**src/sv/clns_pkg.sv**
```systemverilog
// ----------------------------------------------------------------------------
// Character LCD nibble sequencer package
// Transfer types, request codes and the instruction constants that the
// sequencer builds its pin-state runs from.
// ----------------------------------------------------------------------------
package clns_pkg;

   typedef struct packed {
      logic [3:0] req_type;
      logic       flag_a;
      logic       flag_b;
      logic       flag_c;
      logic [6:0] ram_address;
      logic [7:0] char_code;
   } clns_req_type;

   typedef struct packed {
      logic       reg_select;
      logic       enable;
      logic [3:0] nibble;
      logic [6:0] wait_ms;
      logic       last;
   } clns_rsp_type;

   localparam logic [3:0] REQ_INIT          = 4'd0;
   localparam logic [3:0] REQ_RESET         = 4'd1;
   localparam logic [3:0] REQ_FUNCTION_SET  = 4'd2;
   localparam logic [3:0] REQ_ENTRY_MODE    = 4'd3;
   localparam logic [3:0] REQ_CLEAR         = 4'd4;
   localparam logic [3:0] REQ_DISPLAY_CTRL  = 4'd5;
   localparam logic [3:0] REQ_CURSOR_SHIFT  = 4'd6;
   localparam logic [3:0] REQ_DISPLAY_SHIFT = 4'd7;
   localparam logic [3:0] REQ_HOME          = 4'd8;
   localparam logic [3:0] REQ_CGRAM_ADDR    = 4'd9;
   localparam logic [3:0] REQ_DDRAM_ADDR    = 4'd10;
   localparam logic [3:0] REQ_LINE_SELECT   = 4'd11;
   localparam logic [3:0] REQ_WRITE_CHAR    = 4'd12;

   localparam logic [7:0] CMD_FUNCTION_SET  = 8'b0010_0000;
   localparam logic [7:0] CMD_ENTRY_MODE    = 8'b0000_0100;
   localparam logic [7:0] CMD_CLEAR         = 8'b0000_0001;
   localparam logic [7:0] CMD_CURSOR_SHIFT  = 8'b0001_0000;
   localparam logic [7:0] CMD_DISPLAY_SHIFT = 8'b0001_1000;
   localparam logic [7:0] CMD_HOME          = 8'b0000_0010;
   localparam logic [7:0] CMD_CGRAM_ADDR    = 8'b0100_0000;
   localparam logic [7:0] CMD_DDRAM_ADDR    = 8'b1000_0000;
   localparam logic [7:0] CMD_DISPLAY_CTRL  = 8'b0000_1000;
   localparam logic [7:0] LINE_TWO_ADDR     = 8'h40;

   localparam logic [3:0] NIBBLE_WAKE       = 4'b0011;
   localparam logic [3:0] NIBBLE_FOUR_BIT   = 4'b0010;

   localparam logic [6:0] WAIT_PULSE        = 7'd5;
   localparam logic [6:0] WAIT_POWER_UP     = 7'd100;
   localparam logic [6:0] WAIT_WAKE         = 7'd1;
   localparam logic [6:0] WAIT_NONE         = 7'd0;

   localparam logic [1:0] KIND_BYTE         = 2'd0;
   localparam logic [1:0] KIND_RESET        = 2'd1;
   localparam logic [1:0] KIND_INIT         = 2'd2;

   localparam logic [4:0] LAST_STEP_BYTE    = 5'd3;
   localparam logic [4:0] LAST_STEP_RESET   = 5'd8;
   localparam logic [4:0] LAST_STEP_INIT    = 5'd26;
   localparam logic [4:0] INIT_RESET_START  = 5'd2;
   localparam logic [4:0] INIT_BYTES_START  = 5'd11;

   localparam logic [7:0] INIT_BYTES [4] = '{8'h28, 8'h01, 8'h0F, 8'h06};

endpackage

```
**src/sv/char_lcd_nibble_command_sequencer_top.sv**
```systemverilog
// ----------------------------------------------------------------------------
// Character LCD nibble command sequencer
// Turns LCD requests into runs of register-select, enable, nibble and
// hold-time pin states for a character LCD on a 4-bit data bus.
// ----------------------------------------------------------------------------
// One pin state leaves the output register per cycle while the result side
// takes transfers. A run is 4 pin states for an instruction or character
// byte, 9 for the reset run and 27 for the init run, as a single step counter
// walks the run. The next request is taken in the cycle the final state of
// the current run enters the output register. A request of an unknown type
// is taken and gives no result.
module char_lcd_nibble_command_sequencer_top (
   input  logic                  clock,
   input  logic                  reset,
   input  logic                  req_valid,
   output logic                  req_stall,
   input  clns_pkg::clns_req_type req_data,
   output logic                  rsp_valid,
   input  logic                  rsp_stall,
   output clns_pkg::clns_rsp_type rsp_data
);

   logic                   busy_ff, busy_in;
   logic [1:0]             kind_ff, kind_in;
   logic [4:0]             step_ff, step_in;
   logic [7:0]             byte_ff, byte_in;
   logic                   rs_ff, rs_in;
   logic                   rs_lvl_ff, rs_lvl_in;
   logic                   en_lvl_ff, en_lvl_in;
   logic [3:0]             nib_lvl_ff, nib_lvl_in;
   logic                   rsp_valid_ff, rsp_valid_in;
   clns_pkg::clns_rsp_type rsp_data_ff, rsp_data_in;

   clns_pkg::clns_rsp_type gen;
   logic                   advance;
   logic                   finishing;
   logic                   req_accept;
   logic                   req_known;
   logic [1:0]             req_kind;
   logic [7:0]             req_byte;
   logic                   req_rs;
   logic [4:0]             reset_pos;
   logic [2:0]             wake_pos;
   logic [4:0]             byte_pos;
   logic [7:0]             cur_byte;
   logic                   cur_rs;
   logic                   in_reset_phase;
   logic                   in_pulse_phase;

   // Request decode into the instruction or data byte.
   always_comb begin
      req_known = 1'b1;
      req_kind  = clns_pkg::KIND_BYTE;
      req_byte  = 8'h00;
      req_rs    = 1'b0;
      case (req_data.req_type)
         clns_pkg::REQ_INIT: begin
            req_kind = clns_pkg::KIND_INIT;
         end
         clns_pkg::REQ_RESET: begin
            req_kind = clns_pkg::KIND_RESET;
         end
         clns_pkg::REQ_FUNCTION_SET: begin
            req_byte = clns_pkg::CMD_FUNCTION_SET
                     | {3'b000, req_data.flag_a, req_data.flag_b, req_data.flag_c, 2'b00};
         end
         clns_pkg::REQ_ENTRY_MODE: begin
            req_byte = clns_pkg::CMD_ENTRY_MODE
                     | {6'b000000, req_data.flag_a, req_data.flag_b};
         end
         clns_pkg::REQ_CLEAR: begin
            req_byte = clns_pkg::CMD_CLEAR;
         end
         clns_pkg::REQ_DISPLAY_CTRL: begin
            req_byte = clns_pkg::CMD_DISPLAY_CTRL
                     | {5'b00000, req_data.flag_a, req_data.flag_b, req_data.flag_c};
         end
         clns_pkg::REQ_CURSOR_SHIFT: begin
            req_byte = clns_pkg::CMD_CURSOR_SHIFT | {5'b00000, req_data.flag_a, 2'b00};
         end
         clns_pkg::REQ_DISPLAY_SHIFT: begin
            req_byte = clns_pkg::CMD_DISPLAY_SHIFT | {5'b00000, req_data.flag_a, 2'b00};
         end
         clns_pkg::REQ_HOME: begin
            req_byte = clns_pkg::CMD_HOME;
         end
         clns_pkg::REQ_CGRAM_ADDR: begin
            req_byte = clns_pkg::CMD_CGRAM_ADDR | {2'b00, req_data.ram_address[5:0]};
         end
         clns_pkg::REQ_DDRAM_ADDR: begin
            req_byte = clns_pkg::CMD_DDRAM_ADDR | {1'b0, req_data.ram_address};
         end
         clns_pkg::REQ_LINE_SELECT: begin
            req_byte = req_data.flag_a ? (clns_pkg::CMD_DDRAM_ADDR | clns_pkg::LINE_TWO_ADDR)
                                       : clns_pkg::CMD_DDRAM_ADDR;
         end
         clns_pkg::REQ_WRITE_CHAR: begin
            req_byte = req_data.char_code;
            req_rs   = 1'b1;
         end
         default: begin
            req_known = 1'b0;
         end
      endcase
   end

   // Pin state for the current step of the run.
   always_comb begin
      in_pulse_phase = (kind_ff == clns_pkg::KIND_INIT) && (step_ff < clns_pkg::INIT_RESET_START);
      in_reset_phase = (kind_ff == clns_pkg::KIND_RESET)
                    || ((kind_ff == clns_pkg::KIND_INIT) && !in_pulse_phase
                        && (step_ff < clns_pkg::INIT_BYTES_START));
      reset_pos = (kind_ff == clns_pkg::KIND_INIT) ? step_ff - clns_pkg::INIT_RESET_START
                                                    : step_ff;
      wake_pos  = 3'(reset_pos - 5'd1);
      byte_pos  = (kind_ff == clns_pkg::KIND_INIT) ? step_ff - clns_pkg::INIT_BYTES_START
                                                    : step_ff;
      cur_byte  = (kind_ff == clns_pkg::KIND_INIT) ? clns_pkg::INIT_BYTES[byte_pos[3:2]]
                                                    : byte_ff;
      cur_rs    = (kind_ff == clns_pkg::KIND_INIT) ? 1'b0 : rs_ff;

      gen = '0;
      if (in_pulse_phase) begin
         gen.reg_select = rs_lvl_ff;
         gen.enable     = ~step_ff[0];
         gen.nibble     = nib_lvl_ff;
         gen.wait_ms    = step_ff[0] ? clns_pkg::WAIT_NONE : clns_pkg::WAIT_PULSE;
      end else if (in_reset_phase) begin
         gen.reg_select = 1'b0;
         if (reset_pos == 5'd0) begin
            gen.enable  = (kind_ff == clns_pkg::KIND_INIT) ? 1'b0 : en_lvl_ff;
            gen.nibble  = (kind_ff == clns_pkg::KIND_INIT) ? 4'h0 : nib_lvl_ff;
            gen.wait_ms = clns_pkg::WAIT_POWER_UP;
         end else begin
            gen.enable  = ~wake_pos[0];
            gen.nibble  = (wake_pos[2:1] == 2'd3) ? clns_pkg::NIBBLE_FOUR_BIT
                                                  : clns_pkg::NIBBLE_WAKE;
            if (!wake_pos[0]) begin
               gen.wait_ms = clns_pkg::WAIT_PULSE;
            end else if (wake_pos == 3'd1 || wake_pos == 3'd3) begin
               gen.wait_ms = clns_pkg::WAIT_WAKE;
            end else begin
               gen.wait_ms = clns_pkg::WAIT_NONE;
            end
         end
      end else begin
         gen.reg_select = cur_rs;
         gen.enable     = ~byte_pos[0];
         gen.nibble     = byte_pos[1] ? cur_byte[3:0] : cur_byte[7:4];
         gen.wait_ms    = byte_pos[0] ? clns_pkg::WAIT_NONE : clns_pkg::WAIT_PULSE;
      end

      case (kind_ff)
         clns_pkg::KIND_BYTE:  gen.last = (step_ff == clns_pkg::LAST_STEP_BYTE);
         clns_pkg::KIND_RESET: gen.last = (step_ff == clns_pkg::LAST_STEP_RESET);
         clns_pkg::KIND_INIT:  gen.last = (step_ff == clns_pkg::LAST_STEP_INIT);
         default:              gen.last = 1'b1;
      endcase
   end

   always_comb begin
      advance    = busy_ff && (!rsp_valid_ff || !rsp_stall);
      finishing  = advance && gen.last;
      req_stall  = busy_ff && !finishing;
      req_accept = req_valid && !req_stall;

      busy_in = busy_ff;
      kind_in = kind_ff;
      step_in = step_ff;
      byte_in = byte_ff;
      rs_in   = rs_ff;
      if (advance) begin
         step_in = step_ff + 5'd1;
         if (gen.last) begin
            busy_in = 1'b0;
         end
      end
      if (req_accept) begin
         busy_in = req_known;
         kind_in = req_kind;
         step_in = 5'd0;
         byte_in = req_byte;
         rs_in   = req_rs;
      end

      rs_lvl_in  = advance ? gen.reg_select : rs_lvl_ff;
      en_lvl_in  = advance ? gen.enable     : en_lvl_ff;
      nib_lvl_in = advance ? gen.nibble     : nib_lvl_ff;

      rsp_valid_in = advance || (rsp_valid_ff && rsp_stall);
      rsp_data_in  = advance ? gen : rsp_data_ff;
   end

   always_ff @(posedge clock) begin
      if (reset) begin
         busy_ff      <= 1'b0;
         kind_ff      <= clns_pkg::KIND_BYTE;
         step_ff      <= 5'd0;
         rs_lvl_ff    <= 1'b0;
         en_lvl_ff    <= 1'b0;
         nib_lvl_ff   <= 4'h0;
         rsp_valid_ff <= 1'b0;
      end else begin
         busy_ff      <= busy_in;
         kind_ff      <= kind_in;
         step_ff      <= step_in;
         rs_lvl_ff    <= rs_lvl_in;
         en_lvl_ff    <= en_lvl_in;
         nib_lvl_ff   <= nib_lvl_in;
         rsp_valid_ff <= rsp_valid_in;
      end
   end

   always_ff @(posedge clock) begin
      byte_ff     <= byte_in;
      rs_ff       <= rs_in;
      rsp_data_ff <= rsp_data_in;
   end

   assign rsp_valid = rsp_valid_ff;
   assign rsp_data  = rsp_data_ff;

endmodule

```
**config.mk**
```make
export PLATFORM = sky130hd
export DESIGN_NAME = char_lcd_nibble_command_sequencer_top
export DESIGN_NICKNAME = d
export VERILOG_FILES = /design/src/sv/clns_pkg.sv /design/src/sv/char_lcd_nibble_command_sequencer_top.sv
export SDC_FILE = /design/constraint.sdc
export NUM_CORES = 1
export LEC_CHECK = 0
export BUFFER_PORTS_ARGS = -buffer_cell sky130_fd_sc_hd__clkbuf_2
export CAP_MARGIN = 20
export CELL_PAD_IN_SITES_DETAIL_PLACEMENT = 0
export CELL_PAD_IN_SITES_GLOBAL_PLACEMENT = 2
export CORE_MARGIN = 5
export CORE_UTILIZATION = 34
export CTS_CLUSTER_DIAMETER = 200
export CTS_CLUSTER_SIZE = 40
export DETAILED_ROUTE_END_ITERATION = 12
export PLACE_DENSITY_LB_ADDON = 0.1
export REMOVE_ABC_BUFFERS = 1
export SLEW_MARGIN = 20
export SYNTH_ARGS = -nofsm -noshare
export SYNTH_HDL_FRONTEND = slang
export SYNTH_SLANG_ARGS = --single-unit
```
**constraint.sdc**
```tcl
create_clock -name clock -period 3.17 [get_ports clock]
set_input_delay 0.634 -clock clock [delete_from_list [all_inputs] [get_ports clock]]
set_output_delay 0.634 -clock clock [all_outputs]
set_load 0.02 [all_outputs]
```
==> qor.csv, run 1 <==
metric;value;unit
hold_viol_final;0;
post_cts_buffers;0;
design.core.area;6720;um^2
synth_area_per_cell;9.04;um^2
clk_pin_slew;0.08;ns
max-slew-margin-rel;65.6;%
powerDensity;385;nW/um^2
diodes;0;
fillCellCount;711;
synth_top_cell_by_area;edfxtp_1;
grt_max_degree;23;
drc_errors;0;
vias;1979;
rsz0062_at_grt;false;
die_y;92.8;um
cts_max_level;2;
fin_nets;329;
cts-root-buf;clkbuf_8;
antenna_found_initial;0;
numCtsBuffers;5;
finalPower;1030;uW
dieWidth;92.8;um
synth-seq-cells;34;
maxCapViolCount;0;
io_pins;42;
postSynthCellCount;258;
cts_resized;0;
place.gp.congestion;0.818;
yosysWarningCount;0;
startpoint_type;flop;
numClockSinks;34;
dieArea;8620;um^2
post-dp-hpwl;4380;um
cts_tree;yes;
grt_pass1_wl;9890;um
tightest_slew;0.502;ns
grt_pass1_vias;1985;
finalMaxSlewViolations;0;
setup_viol;0;
outcome;completed;
netlist-cell-type-count;64;
grt.overflow.total;0;
syn_area;2330;um^2
synth_top_area_share;24.5;%
fin_skew;0.0113;ns
syn2layout_area_growth;15.0;%
peakVddDrop;0.152;mV
layout-drive-gt1-share;22.5;%
hold_slack;0.487;ns
async_flop_share;0;%
worstPathRequired;2.54;ns
synth_flop_cell;edfxtp_1;
hp-class;flop to flop;
wl_per_cell;15.7;um
ys_seq_area_share;37.3;%
totalWireLength;5850;um
clk_path_buf_depth;2;
fmax;343;MHz
synth_area_leaders;edfxtp_1, dfxtp_1, ha_1;
min_period_over_period;91.9;%
setup_tns;0;ns
insertion_delay;0.29;ns
grtUsageTotal;14.4;%
vias_per_cell;5.31;
crit_type;flop to primary output;
p_leak;0.00108;uW
initial_utilization;34.7;%
final_antenna_net_count;0;
drt_iter0_drc;87;
synth_edf_count;19;
endpoint_kind;primary output;
arrival;2.28;ns
drt_first_pass_iters;6;
fin_crit;2.91;ns
hold_buffers;0;
crit_fanout;5;
rows;30;
io_buffers;38;
[critical path: stages, from the launching register on]
cell and delay, ns:
dfxtp_1 0.41, inv_1 0.07, ha_1 0.31, or3b_1 0.40, a2111oi_4 0.33, nor2_1 0.10
o21ai_1 0.17, inv_1 0.05, clkbuf_2 0.15
[final timing paths]
check | start | end | slack [ns] | cells after the start
worst min register to register | nib_lvl_ff[3] | nib_lvl_ff[3] | 0.49 | 2
worst max register to register | kind_ff[0] | en_lvl_ff | 0.57 | 9
worst max-delay path | kind_ff[0] | req_stall | 0.26 | 8
worst min-delay path | nib_lvl_ff[3] | nib_lvl_ff[3] | 0.49 | 2
[routing by layer]
layer	routed length [um]	vias up	track usage (%)
met4	63	0	4.15
met1	2860	930	19.2
met3	194	5	3.01
met5	0	-	0
li1	-	1005	-
met2	2730	39	23.5
[flip-flops by register name, summed over array words and instances, names as in the netlist]
register and cells:
nib_lvl_ff 4, busy_ff 1, rsp_data 10, byte_ff 8, rsp_valid 1, rs_lvl_ff 1, rs_ff 1, kind_ff 2
en_lvl_ff 1, step_ff 5
[per-stage QoR]
step | cells | util (%) | cell area [um^2] | worst slack (ns)
2_1_floorplan | 238 | - | 2220 | 0.691
3_3_place_gp | 365 | 38.3 | 2570 | 0.583
3_5_place_dp | 365 | 38.3 | 2570 | 0.512
4_1_cts | 373 | 39.7 | 2670 | 0.183
5_1_grt | 373 | 39.9 | 2680 | 0.0454
6_report | 373 | 39.9 | 2680 | 0.257
[final cells by class]
| class | instances | area, um^2 | area share (%) |
|---|---|---|---|
| well taps | 80 | 100 | 3.73 |
| multi-input cells | 188 | 1300 | 48.4 |
| clock buffers | 6 | 82.6 | 3.08 |
| repair buffers | 47 | 258 | 9.61 |
| inverters | 16 | 60.1 | 2.24 |
| clock inverters | 2 | 12.5 | 0.466 |
| flip-flops and latches | 34 | 871 | 32.5 |
[cells by family (layout without fill, tap and decap cells)]
group,after synthesis,in the layout,synth area share (%)
AOI/OAI and AO/OA,66,66,20.9
xor gates and xnor gates,13,13,4.88
adders and majority gates,11,11,5.90
buffers and inverters,38,71,7.83
DFF,34,34,37.3
muxes,6,6,2.63
other,1,3,0.161
and+or+nand+nor,89,89,20.4
[placed cells by master (no fill, tap or decap), types with 6 or more instances in the layout]
cell / n
ha_1: 11
o21ai_0: 12
dfxtp_1: 15
clkbuf_2: 38
nor2_1: 30
nor3_1: 7
a31oi_1: 6
xor2_1: 6
inv_1: 15
buf_4: 9
nand2_1: 13
a21oi_1: 8
xnor2_1: 7
clkbuf_8: 6
edfxtp_1: 19
nand3_1: 10
[synth_stat cells (2+ instances only)]
| cell | number |
|---|---|
| a211o_1 | 2 |
| a211oi_1 | 2 |
| a21oi_1 | 8 |
| a221oi_1 | 2 |
| a2bb2oi_1 | 2 |
| a31oi_1 | 6 |
| a32oi_1 | 5 |
| and2_1 | 4 |
| buf_2 | 5 |
| buf_4 | 5 |
| buf_6 | 2 |
| clkbuf_1 | 9 |
| dfxtp_1 | 15 |
| edfxtp_1 | 19 |
| ha_1 | 11 |
| inv_1 | 15 |
| mux2i_1 | 5 |
| nand2_1 | 13 |
| nand2b_1 | 3 |
| nand3_1 | 10 |
| nand3b_1 | 5 |
| nor2_1 | 30 |
| nor2b_1 | 2 |
| nor3_1 | 7 |
| nor3b_1 | 2 |
| nor4bb_1 | 2 |
| o2111ai_1 | 2 |
| o21ai_0 | 12 |
| o21bai_1 | 2 |
| o22ai_1 | 4 |
| o31ai_1 | 3 |
| xnor2_1 | 7 |
| xor2_1 | 6 |
[where the power goes]
part / internal (uW) / switching [uW] / leakage (uW) / total, uW
combinational: 72.5 / 115 / 0.000731 / 187
clock: 175 / 162 / 0.0000472 / 337
sequential: 497 / 11.6 / 0.000301 / 509
Power figures use the tool's default switching activity.
==> run 2, diff against run 1 <==
Settings changed: ABC_AREA set to 1, CORE_UTILIZATION 34 to 31, SLEW_MARGIN 20 to unset.
==> run 2 against run 1 <==
Against the previous run: fmax is 17% higher; final cell count up 18%; design area fell by 2.2%; via count down 0.91%; highest routed layer unchanged.
==> qor.csv, run 2 <==
metric;value;unit;change
outcome;completed;;
r2r-end;rsp_data[8];;
rsz0062_at_grt;false;;
dieWidth;95.2;um;+2.6%
grtUsageTotal;13.6;%;-0.80 points
hold_buffers;0;;unchanged
design.core.area;7180;um^2;+6.8%
drc_errors;0;;unchanged
grt.overflow.total;0;;unchanged
post_cts_buffers;0;;unchanged
syn2layout_area_growth;16.6;%;
setup_tns;0;ns;unchanged
vias;1961;;-0.91%
grt_pass1_wl;9430;um;-4.7%
holdPathEnd;rsp_valid;;
rr_startpoint;kind_ff[0];;
cts_resized;0;;unchanged
min_path_cells;2;;unchanged
largest_reg_flops;10;;unchanged
synthMostInstantiatedCell;nand2_1;;
clk_path_buf_depth;2;;unchanged
holdCritStartpoint;rsp_valid;;
crit_fanout;12;;+7
ff_latch_area;871;um^2;unchanged
drt_first_pass_iters;4;;-2
min_period_over_period;78.4;%;-13 points
netlist-cell-type-count;37;;-42%
final_antenna_net_count;0;;unchanged
layout-drive-gt1-share;22.1;%;-0.47 points
powerDensity;444;nW/um^2;+15%
cts_max_level;2;;unchanged
diodes;0;;unchanged
io_buffers;38;;unchanged
numClockSinks;34;;unchanged
async_flop_share;0;%;unchanged
totalWireLength;5590;um;-4.5%
yosysWarningCount;0;;unchanged
grt_pass1_vias;2001;;+0.81%
place.gp.congestion;0.831;;+1.6%
fmax;402;MHz;+17%
layout_common_cells;nand2_1, clkbuf_2, inv_1;;
peakVddDrop;0.150;mV;-1.2%
rows;31;;+3.3%
fin_nets;376;;+14%
post-dp-hpwl;4400;um;+0.52%
r2r_cells;15;;+6
setup_viol;0;;unchanged
grt_max_degree;21;;-8.7%
fin_crit;2.48;ns;-0.428 ns
synth_area_per_cell;7.53;um^2;-17%
vias_per_cell;4.47;;-16%
arrival;1.85;ns;-0.43 ns
synth_flop_cell;edfxtp_1;;
insertion_delay;0.28;ns;about the same
worstPathRequired;2.54;ns;about the same
rrSetupSlack;0.91;ns;+0.34 ns
cts_tree;yes;;
hp-class;flop to flop;;
dieArea;9060;um^2;+5.2%
synth_top_area_share;25.3;%;+0.88 points
wl_per_cell;12.7;um;-19%
maxCapViolCount;0;;unchanged
crit_type;flop to primary output;;
antenna_found_initial;0;;unchanged
numCtsBuffers;5;;unchanged
postSynthCellCount;299;;+16%
fin_skew;0.00330;ns;-0.00796 ns
mostFrequentLayoutCell;nand2_1;;
synth_top_cell_by_area;edfxtp_1;;
endpoint_kind;primary output;;
synth_edf_count;19;;unchanged
fin_area;2620;um^2;-2.2%
finalMaxSlewViolations;0;;unchanged
yosys-top-cells-count;nand2_1, inv_1, nor2_1;;
p_leak;0.00124;uW;+14%
cts-root-buf;clkbuf_8;;
synth-seq-cells;34;;unchanged
synth_area_leaders;edfxtp_1, dfxtp_1, nand2_1;;
initial_utilization;31.4;%;-3.3 points
clk_pin_slew;0.07;ns;about the same
ys_seq_area_share;38.7;%;+1.3 points
placed_cell_area;2520;um^2;-2.2%
multi_input_area;1140;um^2;-12%
startpoint_type;flop;;
syn_area;2250;um^2;-3.5%
die_y;95.2;um;+2.6%
io_pins;42;;unchanged
fillCellCount;782;;+10%
hold_viol_final;0;;unchanged
drt_iter0_drc;114;;+31%
-- run 2: cell count changes in the layout (fill, tap and decap cells not counted), moves of 6 or more --
cell / delta
nand2_1: +67
inv_1: +19
nand3_1: +14
nand2_2: +7
a21oi_1: +6
a31oi_1: -6
nor3_1: -6
-- run 2: where the power goes --
group | internal [uW] | total [uW] | switching (uW)
Combinational | 86.3 | 253 | 167
Sequential | 506 | 520 | 14.3
Clock | 232 | 392 | 160
Total | 825 | 1170 | 341
-- run 2: area by class of cell --
cell class | count | share of cell area [%]
Multi-Input combinational cell | 215 | 43.6
Sequential cell | 34 | 33.2
Timing Repair Buffer | 42 | 8.39
Inverter | 41 | 6.01
Tap cell | 99 | 4.72
Clock buffer | 6 | 2.77
Clock inverter | 2 | 1.29
-- run 2: logic make-up after synthesis --
family	Yosys count	synth area share (%)
xor+xnor	5	1.95
buf+inv	52	10.8
simple gates	154	30.8
compound gates	42	11.5
flops	34	38.7
fa+ha+maj	11	6.11
other cells	1	0.167
-- run 2: stage by stage --
stage | std cells | util (%) | setup slack, ns | hold WS, ns | power [uW]
final | 439 | 36.6 | 0.685 | 0.498 | 1170
after global routing | 439 | 36.6 | 0.474 | 0.511 | 1240
after CTS | 439 | 36.6 | 0.654 | 0.497 | 1190
after detailed placement | 431 | 35.1 | 0.895 | 0.486 | 787
after global placement | 431 | 35.1 | 0.963 | 0.484 | 790
after floorplan | 290 | - | 0.897 | 0.449 | 701
-- run 2: routing by layer --
metal	wire, um	part of all wire (%)	global-route usage, %
met3	367	6.6	3.39
met1	2600	47	16.6
met5	0	0	0
met4	208	3.7	6.25
met2	2410	43	22.5
-- run 2: how the worst max path moves through the flow --
stage	end	from	slack (ns)	cells past startpoint
floorplan	req_stall	rsp_stall	0.90	6
global placement	rsp_data[8]	kind_ff[0]	0.96	15
detailed placement	rsp_data[8]	kind_ff[0]	0.89	15
CTS	req_stall	kind_ff[0]	0.65	11
global route	req_stall	kind_ff[0]	0.47	11
finish	req_stall	kind_ff[0]	0.69	11
-- run 2: critical path, cell delays in order, from the launching register on --
cell      delay, ns
dfxtp_1        0.38
inv_1          0.08
ha_1           0.27
inv_4          0.16
nor2_4         0.05
nor2_1         0.11
nand3_1        0.09
nand2_2        0.08
nand2_1        0.06
nand2_2        0.10
inv_1          0.05
clkbuf_2       0.15
